`src/i2ctrm_pkg.sv`:
```
package i2ctrm_pkg;

  localparam int MAP_SIZE = 64;
  localparam int ADDR_W = (MAP_SIZE > 1) ? $clog2(MAP_SIZE) : 1;
  localparam logic [8:0] MAP_END = 9'(MAP_SIZE);

  localparam int CFG_ADDR_W = 4;

  typedef logic [ADDR_W-1:0] addr_t;
  typedef logic [7:0] data8_t;

  typedef enum logic [2:0] {
    K_START = 3'd0,
    K_STOP = 3'd1,
    K_BYTE = 3'd2,
    K_TX = 3'd3,
    K_WORD_RD = 3'd4,
    K_WORD_WR = 3'd5
  } kind_t;

  localparam logic [1:0] REG_RO_START = 2'd0;
  localparam logic [1:0] REG_CMD_INDEX = 2'd1;
  localparam logic [1:0] REG_FILL = 2'd2;

  localparam logic [6:0] RO_START_RST = 7'd32;
  localparam logic [7:0] CMD_INDEX_RST = 8'd0;
  localparam logic [7:0] FILL_RST = 8'hff;

  typedef struct packed {
    logic [6:0] readonly_start;
    logic [7:0] command_index;
    logic [7:0] fill_value;
  } cfg_t;

  typedef struct packed {
    logic we;
    addr_t waddr;
    data8_t wdata;
    addr_t raddr;
  } mem_req_t;

  typedef struct packed {
    logic [7:0] tx_byte;
    logic command_strobe;
    logic [7:0] command_value;
    logic [15:0] word_out;
  } result_t;

endpackage

```
`src/i2c_target_register_map.sv`:
```
// Channel  Handshake              Payload
// input    in_valid / in_ready    kind, rx_byte, word_index, word_value
// output   out_valid / out_ready  tx_byte, command_strobe, command_value, word_out
// config   APB psel / penable     paddr, pwdata, pwrite, prdata, pready
//
// Start, stop, received bytes, unused kinds, a transmit outside the map and a word
// access out of range go from the execute state to done; a transmit inside the map
// waits for the registered map read, a word write in range writes its high byte in
// a further state, and a word read in range reads the byte-wide map low then high.
// Reset is synchronous and leaves the map reading as zero at once.
// A result waits in the output register while the next item is accepted, and
// that item finishes only once the output register is free.
module i2c_target_register_map
  import i2ctrm_pkg::*;
(
  input  logic                  clk,
  input  logic                  rst,
  input  logic                  in_valid,
  output logic                  in_ready,
  input  logic [2:0]            kind,
  input  logic [7:0]            rx_byte,
  input  logic [7:0]            word_index,
  input  logic [15:0]           word_value,
  output logic                  out_valid,
  input  logic                  out_ready,
  output logic [7:0]            tx_byte,
  output logic                  command_strobe,
  output logic [7:0]            command_value,
  output logic [15:0]           word_out,
  input  logic                  psel,
  input  logic                  penable,
  input  logic                  pwrite,
  input  logic [CFG_ADDR_W-1:0] paddr,
  input  logic [31:0]           pwdata,
  output logic [31:0]           prdata,
  output logic                  pready
);

  cfg_t cfg;
  mem_req_t req;
  data8_t rdata;
  result_t out_res;

  i2ctrm_cfg u_cfg (
    .clk(clk),
    .rst(rst),
    .psel(psel),
    .penable(penable),
    .pwrite(pwrite),
    .paddr(paddr),
    .pwdata(pwdata),
    .prdata(prdata),
    .pready(pready),
    .cfg(cfg)
  );

  i2ctrm_ctrl u_ctrl (
    .clk(clk),
    .rst(rst),
    .cfg(cfg),
    .in_valid(in_valid),
    .in_ready(in_ready),
    .kind(kind),
    .rx_byte(rx_byte),
    .word_index(word_index),
    .word_value(word_value),
    .out_valid(out_valid),
    .out_ready(out_ready),
    .out_res(out_res),
    .req(req),
    .rdata(rdata)
  );

  i2ctrm_store u_store (
    .clk(clk),
    .rst(rst),
    .req(req),
    .rdata(rdata)
  );

  assign tx_byte = out_res.tx_byte;
  assign command_strobe = out_res.command_strobe;
  assign command_value = out_res.command_value;
  assign word_out = out_res.word_out;

endmodule

```
`src/i2ctrm_ram.sv`:
```
module i2ctrm_ram #(
  parameter int WIDTH = 8,
  parameter int DEPTH = 64
) (
  input  logic                     clk,
  input  logic                     we,
  input  logic [$clog2(DEPTH)-1:0] waddr,
  input  logic [WIDTH-1:0]         wdata,
  input  logic [$clog2(DEPTH)-1:0] raddr,
  output logic [WIDTH-1:0]         rdata
);

  logic [WIDTH-1:0] mem [DEPTH];

  always_ff @(posedge clk) begin
    if (we) begin
      mem[waddr] <= wdata;
    end
    rdata <= mem[raddr];
  end

endmodule

```
`src/i2ctrm_store.sv`:
```
module i2ctrm_store
  import i2ctrm_pkg::*;
(
  input  logic     clk,
  input  logic     rst,
  input  mem_req_t req,
  output data8_t   rdata
);

  logic [MAP_SIZE-1:0] valid;
  logic rvalid;
  data8_t ram_q;

  i2ctrm_ram #(
    .WIDTH(8),
    .DEPTH(MAP_SIZE)
  ) u_ram (
    .clk(clk),
    .we(req.we),
    .waddr(req.waddr),
    .wdata(req.wdata),
    .raddr(req.raddr),
    .rdata(ram_q)
  );

  // Entries never written since reset read as zero.
  always_ff @(posedge clk) begin
    if (rst) begin
      valid <= '0;
      rvalid <= 1'b0;
    end else begin
      if (req.we) begin
        valid[req.waddr] <= 1'b1;
      end
      rvalid <= valid[req.raddr];
    end
  end

  assign rdata = rvalid ? ram_q : 8'd0;

endmodule

```
`src/i2ctrm_cfg.sv`:
```
module i2ctrm_cfg
  import i2ctrm_pkg::*;
(
  input  logic                  clk,
  input  logic                  rst,
  input  logic                  psel,
  input  logic                  penable,
  input  logic                  pwrite,
  input  logic [CFG_ADDR_W-1:0] paddr,
  input  logic [31:0]           pwdata,
  output logic [31:0]           prdata,
  output logic                  pready,
  output cfg_t                  cfg
);

  logic wr_en;
  logic [1:0] reg_sel;

  assign pready = 1'b1;
  assign reg_sel = paddr[3:2];
  assign wr_en = psel && penable && pwrite;

  always_ff @(posedge clk) begin
    if (rst) begin
      cfg.readonly_start <= RO_START_RST;
      cfg.command_index <= CMD_INDEX_RST;
      cfg.fill_value <= FILL_RST;
    end else if (wr_en) begin
      unique case (reg_sel)
        REG_RO_START: cfg.readonly_start <= pwdata[6:0];
        REG_CMD_INDEX: cfg.command_index <= pwdata[7:0];
        REG_FILL: cfg.fill_value <= pwdata[7:0];
        default: ;
      endcase
    end
  end

  always_comb begin
    unique case (reg_sel)
      REG_RO_START: prdata = {25'd0, cfg.readonly_start};
      REG_CMD_INDEX: prdata = {24'd0, cfg.command_index};
      REG_FILL: prdata = {24'd0, cfg.fill_value};
      default: prdata = 32'd0;
    endcase
  end

endmodule

```
`src/i2ctrm_ctrl.sv`:
```
module i2ctrm_ctrl
  import i2ctrm_pkg::*;
(
  input  logic        clk,
  input  logic        rst,
  input  cfg_t        cfg,
  input  logic        in_valid,
  output logic        in_ready,
  input  logic [2:0]  kind,
  input  logic [7:0]  rx_byte,
  input  logic [7:0]  word_index,
  input  logic [15:0] word_value,
  output logic        out_valid,
  input  logic        out_ready,
  output result_t     out_res,
  output mem_req_t    req,
  input  data8_t      rdata
);

  typedef enum logic [2:0] {
    S_IDLE,
    S_EXEC,
    S_TX_WAIT,
    S_RD_LO,
    S_RD_HI,
    S_WR_HI,
    S_DONE
  } state_t;

  typedef enum logic [1:0] {
    PH_STOPPED,
    PH_START,
    PH_REGSET,
    PH_COMMAND
  } phase_t;

  state_t state;
  state_t exec_next;
  phase_t phase;
  logic [7:0] pointer;
  result_t res;

  kind_t it_kind;
  logic [7:0] it_rx;
  logic [7:0] it_widx;
  logic [15:0] it_wval;

  logic out_free;
  logic accept;
  logic ptr_in_map;
  logic rx_ok;
  logic word_ok;
  logic [8:0] ptr_inc;
  logic [7:0] ptr_step;
  logic [8:0] widx_hi;

  always_comb begin
    out_free = !out_valid || out_ready;
    in_ready = (state == S_IDLE) || ((state == S_DONE) && out_free);
    accept = in_valid && in_ready;
    ptr_in_map = {1'b0, pointer} < MAP_END;
    rx_ok = ptr_in_map && ({1'b0, pointer} < {2'b00, cfg.readonly_start});
    ptr_inc = {1'b0, pointer} + 9'd1;
    ptr_step = (ptr_inc >= MAP_END) ? 8'd0 : ptr_inc[7:0];
    widx_hi = {1'b0, it_widx} + 9'd1;
    word_ok = widx_hi < MAP_END;
    exec_next = S_DONE;
    case (it_kind)
      K_TX: begin
        if (ptr_in_map) begin
          exec_next = S_TX_WAIT;
        end
      end
      K_WORD_RD: begin
        if (word_ok) begin
          exec_next = S_RD_LO;
        end
      end
      K_WORD_WR: begin
        if (word_ok) begin
          exec_next = S_WR_HI;
        end
      end
      default: ;
    endcase
  end

  always_comb begin
    req = '0;
    case (state)
      S_EXEC: begin
        case (it_kind)
          K_BYTE: begin
            if ((phase == PH_REGSET) && rx_ok) begin
              req.we = 1'b1;
              req.waddr = pointer[ADDR_W-1:0];
              req.wdata = it_rx;
            end
          end
          K_TX: req.raddr = pointer[ADDR_W-1:0];
          K_WORD_RD: req.raddr = it_widx[ADDR_W-1:0];
          K_WORD_WR: begin
            if (word_ok) begin
              req.we = 1'b1;
              req.waddr = it_widx[ADDR_W-1:0];
              req.wdata = it_wval[7:0];
            end
          end
          default: ;
        endcase
      end
      S_RD_LO: req.raddr = widx_hi[ADDR_W-1:0];
      S_WR_HI: begin
        req.we = 1'b1;
        req.waddr = widx_hi[ADDR_W-1:0];
        req.wdata = it_wval[15:8];
      end
      default: ;
    endcase
  end

  always_ff @(posedge clk) begin
    if (accept) begin
      it_kind <= kind_t'(kind);
      it_rx <= rx_byte;
      it_widx <= word_index;
      it_wval <= word_value;
    end
  end

  always_ff @(posedge clk) begin
    if (rst) begin
      state <= S_IDLE;
      phase <= PH_STOPPED;
      pointer <= 8'd0;
      out_valid <= 1'b0;
      res <= '0;
    end else begin
      if ((state == S_DONE) && out_free) begin
        out_valid <= 1'b1;
      end else if (out_ready) begin
        out_valid <= 1'b0;
      end
      unique case (state)
        S_IDLE: begin
          if (accept) begin
            state <= S_EXEC;
          end
        end
        S_EXEC: begin
          state <= exec_next;
          case (it_kind)
            K_START: phase <= PH_START;
            K_STOP: phase <= PH_STOPPED;
            K_BYTE: begin
              case (phase)
                PH_START: begin
                  pointer <= it_rx;
                  phase <= (it_rx == cfg.command_index) ? PH_COMMAND : PH_REGSET;
                end
                PH_REGSET: begin
                  if (rx_ok) begin
                    pointer <= pointer + 8'd1;
                  end
                end
                PH_COMMAND: begin
                  {res.command_strobe, res.command_value} <= {1'b1, it_rx};
                end
                default: ;
              endcase
            end
            K_TX: begin
              pointer <= ptr_step;
              if (!ptr_in_map) begin
                res.tx_byte <= cfg.fill_value;
              end
            end
            default: ;
          endcase
        end
        S_TX_WAIT: begin
          res.tx_byte <= rdata;
          state <= S_DONE;
        end
        S_RD_LO: begin
          res.word_out[7:0] <= rdata;
          state <= S_RD_HI;
        end
        S_RD_HI: begin
          res.word_out[15:8] <= rdata;
          state <= S_DONE;
        end
        S_WR_HI: state <= S_DONE;
        S_DONE: begin
          if (out_free) begin
            out_res <= res;
            res <= '0;
            state <= accept ? S_EXEC : S_IDLE;
          end
        end
        default: state <= S_IDLE;
      endcase
    end
  end

endmodule

```
`config.mk`:
```
export PLATFORM = sky130hd
export DESIGN_NAME = i2c_target_register_map
export DESIGN_NICKNAME = d
export VERILOG_FILES = /design/src/i2ctrm_pkg.sv /design/src/i2c_target_register_map.sv /design/src/i2ctrm_ram.sv /design/src/i2ctrm_store.sv /design/src/i2ctrm_cfg.sv /design/src/i2ctrm_ctrl.sv
export SDC_FILE = /design/constraint.sdc
export NUM_CORES = 1
export LEC_CHECK = 0
export ABC_CLOCK_PERIOD_IN_PS = 10100
export BUFFER_PORTS_ARGS = -buffer_cell sky130_fd_sc_hd__buf_2
export CORE_UTILIZATION = 35
export CTS_CLUSTER_SIZE = 8
export DETAILED_ROUTE_END_ITERATION = 6
export GPL_TIMING_DRIVEN = 0
export PLACE_DENSITY = 0.58
export SYNTH_ARGS = -nofsm -noshare
export SYNTH_HDL_FRONTEND = slang
export SYNTH_SLANG_ARGS = --single-unit
```
`constraint.sdc`:
```
create_clock -name clk -period 10.1 [get_ports clk]
set_input_delay 2.02 -clock clk [delete_from_list [all_inputs] [get_ports clk]]
set_output_delay 2.02 -clock clk [all_outputs]
set_load 0.02 [all_outputs]
```
Word-level counts from Yosys, hierarchy flattened
Memory sizes are Yosys's and may differ from the RTL's. A register that Yosys moved wholly into a read port is not among the register bits.
Cells that the tools add are included.

storage, ports and cells
  bits in registers = 203
  memory bits (writable) = 512
  bits of input ports = 78
  output and inout port bits = 68
  word-level logic and storage cells = 133
  memories = 1

operators by class
  add/sub/neg operators = 3
  $lt $le $gt $ge = 7
  equal/unequal tests = 26
  mux-type cells = 40
  bitwise logic cells = 2
  reductions and logical operators = 32

memory list
  name               depth  bits a word  read ports  clocked after Yosys merged registers in  write ports  line              RTL
  u_store.u_ram.mem  64     8            1           1                                        1            i2ctrm_ram.sv:13  logic [WIDTH-1:0] mem [DEPTH];

operator list
  cell                   number
  $or A64 B64 Y64        1
  $pmux W8 S2            4
  $pmux W15 S2           2
  $pmux W8 S3            2
  $mux W8                5
  $mux W33               1
  $mux W15               2
  $pmux W6 S2            2
  $add A8 B1 Y9 const B  2
  $mux W9                2
  $pmux W9 S2            1
  $eq A3 B3 Y1 const B   5
  $pmux W3 S5            1
  $lt A6 B7 Y1 const B   2
  $eq A3 B2 Y1 const B   4
  $mux W3                4
  $reduce_and A2 Y1      6
  $reduce_and A4 Y1      3
  $ne A2 B2 Y1 const B   5
  $reduce_bool A2 Y1     5
  $ge A9 B7 Y1 const B   1
  $lt A9 B7 Y1 const B   1
  $pmux W3 S3            1
  $add A8 B1 Y8 const B  1
  23 further kinds       47

Logic depth before layout (Yosys ltp)
  depth after elaboration = 11
  depth in mapped cells = 14
  gate-level depth less buffers = 9

By module
Synthesis repeated with hierarchy kept, for this count alone.

second synthesis, totals
  cells, all modules = 1,868
  area, all modules = 29,453.2 um^2

modules (own cells, without submodules)
  module        times used  cells an instance  area each (um^2)  sequential area each (um^2)
  i2ctrm_ram    1           940                20,166.8          15,534.9
  i2ctrm_ctrl   1           492                5,201.2           2,982.9
  i2ctrm_store  1           285                2,718.9           1,301.2
  i2ctrm_cfg    1           151                1,366.3           460.4

Worst setup path after synthesis
OpenSTA, ideal clock, no wires.

  path kind = flip-flop to flip-flop
  start point = register, netlist name u_cfg.cfg[21]
  end point = memory u_store.u_ram.mem[0][0] (data pin)
  setup time = 0.702 ns
  arrival = 4.380 ns
  data required time = 9.398 ns
  setup slack = 5.019 ns
  stages on the path, launching flop included = 10
  path buffers = 1
  clock period less this slack = 5.081 ns
  cells stage by stage = dfxtp_1 > inv_1 > ha_1 > a21o_1 > a2111oi_2 > and2b_1 > o21a_1 > buf_2 > a22oi_1 > o21ai_0

RTL lines
  what       line
  to (decl)  i2ctrm_ram.sv:13

Worst setup path after layout
  start point = input port paddr[2]
  end point = output port prdata[3]

on the way
  longest elaborated chain between the ends = 2
  elaborated cells on any way between the ends = 4
  those cells by class = eq/ne: 2; mux: 1; reduce/logical: 1

RTL lines
  what                                        line                           RTL
  from (decl)                                 i2c_target_register_map.sv:33  input logic [CFG_ADDR_W-1:0] paddr,
  $eq A2 B2 Y1, or another cell as far along  i2ctrm_cfg.sv:39               unique case (reg_sel)
  $pmux W8 S3 *                               i2ctrm_cfg.sv:39
  to (decl)                                   i2c_target_register_map.sv:35  output logic [31:0] prdata,

Every way passes the cells marked *; elsewhere a longest branch is shown, timed or not.

==> metrics list <==
- Dividing the detail-routed wire length by the instance count gives ~24 um.
* Post-layout worst setup margin: 4.78 ns
- A synthesized cell averages 12.5 sq um.
* Clk sink count: 723
* Die Wd: 294 um
* TritonCTS Buffers: 100
* Largest net degree at the start of global routing: 36
* Area of the core: approximately 84000 sq um
* Maximum frequency from static timing analysis: between 150 and 200 MHz
* Initial Util: between 30% and 40%
* Ratio of routed vias to standard cells: about 5.5
- The Yosys step of the flow raised 0 warnings.
* Number of standard cells after synthesis: around 2400
* Top_reg_cell synth: sky130_fd_sc_hd__edfxtp_1
- Placed Instance Area: around 32000 sq um
- Most used standard cell by instance count after synthesis: sky130_fd_sc_hd__edfxtp_1
- Counting along the longest clock path gives a buffer depth of 3.
- Antenna violations before repair: 5
- Filler instances: 7781
* Fraction of layout instances using a drive strength above 1: 13.9%
- The count of final hold-check violations is 0.
- Of the total power, combinational logic draws between 15 and 20%.
* I/O pin count: approximately 150
- Final design instance area without fill: 35000 sq um
* Worst path buffer plus inverter count: 4
- The internal portion of the total power is 0.00554 W.
* Gate family responsible for the most delay along the worst path: buffers and inverters
- The startpoint identified for the worst hold timing path is u_ctrl.res[24]$_SDFFE_PP0P_.
- The clock network burns 39.0% of the power.
- The first global-routing pass estimated ~130000 um of wire.
- STA classifies the critical path startpoint as an input pin.
- The run finished, with violations left.
* Total number of H-tree levels: 3
- CTS tree: built
- Nature of the critical path endpoint: output pin
- At the placement stage, the worst setup path has a slack of 4.80 ns.
- Overall power of the completed layout: 0.00770 W
- After detailed routing, the number of remaining DRC violations is 2.
* PD cells: 220 nW/um^2
* CTS Hold Buffers Added: 0
- For this run, asynchronously set or reset flops after synthesis account for 0%.
- After global routing the overflow that remains totals 0.
* Cell with the biggest individual delay on the critical path: sky130_fd_sc_hd__clkbuf_1
- In this run the static leakage power is 11.8 nW.
- The die covers about 86000 sq um.
- Antenna-violating nets left: 0
- Top cell types by occurrence after synthesis: sky130_fd_sc_hd__edfxtp_1, sky130_fd_sc_hd__nand2_1, sky130_fd_sc_hd__nor2_1
- Fin crit share: 52.7%
- Post-DP HPWL: 64100 um
* Final net count: 2714
- Seq cells post-synth: 723
* Path type of the worst min-delay path: reg2reg
* Number of enable flip-flop cells after synthesis: 580
- Max-cap violations in this run came to 0.
- The first detailed-routing pass ran for 7 iterations.
- Global routing consumed, over all layers together, between 20% and 30% of the routing resources.
- Fin crit period: 5.32 ns
- STA puts the critical path data arrival time at 3.30 ns.
- Failing checks: DRC
- Counting distinct cell types in the post-synthesis netlist gives 87.
* Post-synthesis to final-layout area growth: 17.5%
- Die Y: 294 um
- Initial DRC count: 2355
- The initialized floorplan defines 106 standard-cell rows.
* Count of port buffers added during placement: 93
* Beginning of the critical path: paddr[2]
* Top area cells in the synthesized netlist: sky130_fd_sc_hd__edfxtp_1, sky130_fd_sc_hd__dfxtp_1, sky130_fd_sc_hd__nand2_1
* Tightest Pin Transition: 1.03 ns
- The number of global-route vias before repair was roughly 20000.
- Per report_power, the sequential group accounts for between 40% and 50% of the total.
- Data on the critical path is required at its endpoint by 8.08 ns.
* RSZ-0062 raised after global routing: no
- Peak per-stage delay on the critical path: roughly 0.48 ns
- Post-CTS setup repair buffer count: 0
- Pins over their slew limit: 0
- Detailed routing inserted a total of 21100 vias.
- Portion of synthesized cell area occupied by the leading cell type: 58.4%
- Largest area contributor in the synthesized netlist: sky130_fd_sc_hd__edfxtp_1
- The tightest hold path in the finished design has a slack of 0.425 ns.
* Power dissipated by switching net loads: 0.00216 W
- Final core utilization: a little over two fifths
- Largest voltage drop on the vdd net: 0.143 mV
- The startpoint identified for the worst register-to-register timing path is u_ctrl.it_widx[1]$_DFFE_PP_.
- Worst setup path category: in2out
- Root buffer cell: sky130_fd_sc_hd__clkbuf_16
- Weighted congestion reported at the end of routability-driven placement: around 0.95
* Worst-path cell chain: buf_2 -> clkbuf_1 -> nor2b_1 -> clkbuf_1 -> nand2_1 -> o21ai_0 -> buf_2
- In this run switching power makes up 28.1% of total power.
- Proportion of synthesized chip area in sequential cells: 68.0%
- In this run, post-CTS repair resized a total of 0 instances.
- In this run the worst path has a maximum fanout of 10.
* Setup violations, final: 0
- Detailed Route WL: 90300 um
* Rel. slew slack: a little under a third
* Post-synthesis instance area: 29800 sq um
- Clock latency reported for the late side of the worst-skew pair: 0.66 ns
* Post-CTS clock slew at the launch and capture registers of the worst setup and hold paths: 0.05 ns
- Across the routed clock network, the largest skew measured is 0.0327 ns.
[routing by layer]
layer | share of wire, % | GRT usage (%)
met5 | 0 | 0
met3 | 8.5 | 4.39
met2 | 47 | 33.2
met1 | 41 | 26.9
met4 | 3.5 | 7.81
[worst reg2reg max path, delay by kind of cell (launching register included)]
family          cells  cell delay (ns)
compound gates      3             1.09
flops               1             0.49
simple gates        5             1.91
buf+inv             1             0.45
fa+ha+maj           1             0.30
[power by group through the flow]
stage / clock [W] / sequential [W] / combinational, W
after floorplan: 0 / 0.00349 / 0.000707
after global routing: 0.00316 / 0.00346 / 0.00130
after detailed placement: 0 / 0.00351 / 0.00121
after CTS: 0.00304 / 0.00346 / 0.00121
after global placement: 0 / 0.00355 / 0.00113
final: 0.00301 / 0.00346 / 0.00123
[logic make-up (layout without fill, tap and decap cells)]
family / after synthesis / count (layout) / synth area share (%)
AO/OA/AOI/OAI: 476 / 476 / 11.8
XOR/XNOR: 14 / 14 / 0.411
multiplexers: 63 / 63 / 2.35
AND/OR/NAND/NOR: 845 / 845 / 12.9
buffers and inverters: 259 / 512 / 4.09
flip-flops: 723 / 723 / 68.0
other: 2 / 27 / 0.0252
adder cells (fa/ha/maj): 9 / 9 / 0.378
[sequential cells by signal (all words and copies together), names as in the netlist]
signal and flops:
u_ctrl.phase 2, u_ctrl.it_kind 3, u_ctrl.out_res 33, u_ctrl.it_widx 8
u_ctrl.out_valid 1, u_ctrl.it_wval 16, u_ctrl.it_rx 8, u_store.u_ram.rdata 8
u_ctrl.pointer 8, u_store.valid 64, u_ctrl.res 33, u_store.rvalid 1
u_cfg.cfg 23, u_store.u_ram.mem 512, u_ctrl.state 3
[stage by stage]
| step | setup TNS (ns) | instances |
|---|---|---|
| after floorplan | 0 | 2414 |
| after global placement | -100.66 | 3641 |
| after detailed placement | 0 | 3659 |
| after CTS | 0 | 3801 |
| after global routing | 0 | 3801 |
| final | 0 | 3803 |
[cell usage in the layout (no fill, tap or decap), types with 36 or more instances in the layout]
cell type and n:
sky130_fd_sc_hd__a211oi_1 66, sky130_fd_sc_hd__a21oi_1 36, sky130_fd_sc_hd__a22oi_1 36, sky130_fd_sc_hd__a311o_1 37, sky130_fd_sc_hd__a31oi_1 37, sky130_fd_sc_hd__and3_1 52
sky130_fd_sc_hd__buf_2 152, sky130_fd_sc_hd__clkbuf_1 110, sky130_fd_sc_hd__clkbuf_16 101, sky130_fd_sc_hd__dfxtp_1 143, sky130_fd_sc_hd__edfxtp_1 580, sky130_fd_sc_hd__inv_1 75
sky130_fd_sc_hd__mux2i_1 44, sky130_fd_sc_hd__nand2_1 395, sky130_fd_sc_hd__nand3_1 117, sky130_fd_sc_hd__nor2_1 160, sky130_fd_sc_hd__o22ai_1 83
[path summary, 6_finish.rpt]
| path | to | cells past startpoint | slack, ns |
|---|---|---|---|
| worst min-delay path | u_ctrl.out_res[24]$_DFFE_PP_ | 0 | 0.42 |
| worst max-delay path | prdata[3] | 7 | 4.78 |
| worst min register to register | u_ctrl.out_res[24]$_DFFE_PP_ | 0 | 0.42 |
| worst max register to register | u_store.u_ram.mem[37][2]$_DFFE_PP_ | 10 | 5.47 |
[final cells by class]
cell class                      instances  area [sq um]  share of cell area (%)
Inverter                               75           282                   0.804
Clock buffer                          135          2660                    7.58
Buffer                                184           937                    2.68
Multi-Input combinational cell       1432          8500                    24.3
Antenna cell                            2          5.00                  0.0143
Clock inverter                          7          67.6                   0.193
Sequential cell                       723         20300                    57.9
Timing Repair Buffer                  111           886                    2.53
Tap cell                             1134          1420                    4.05
(Power assumes the default switching activity.)
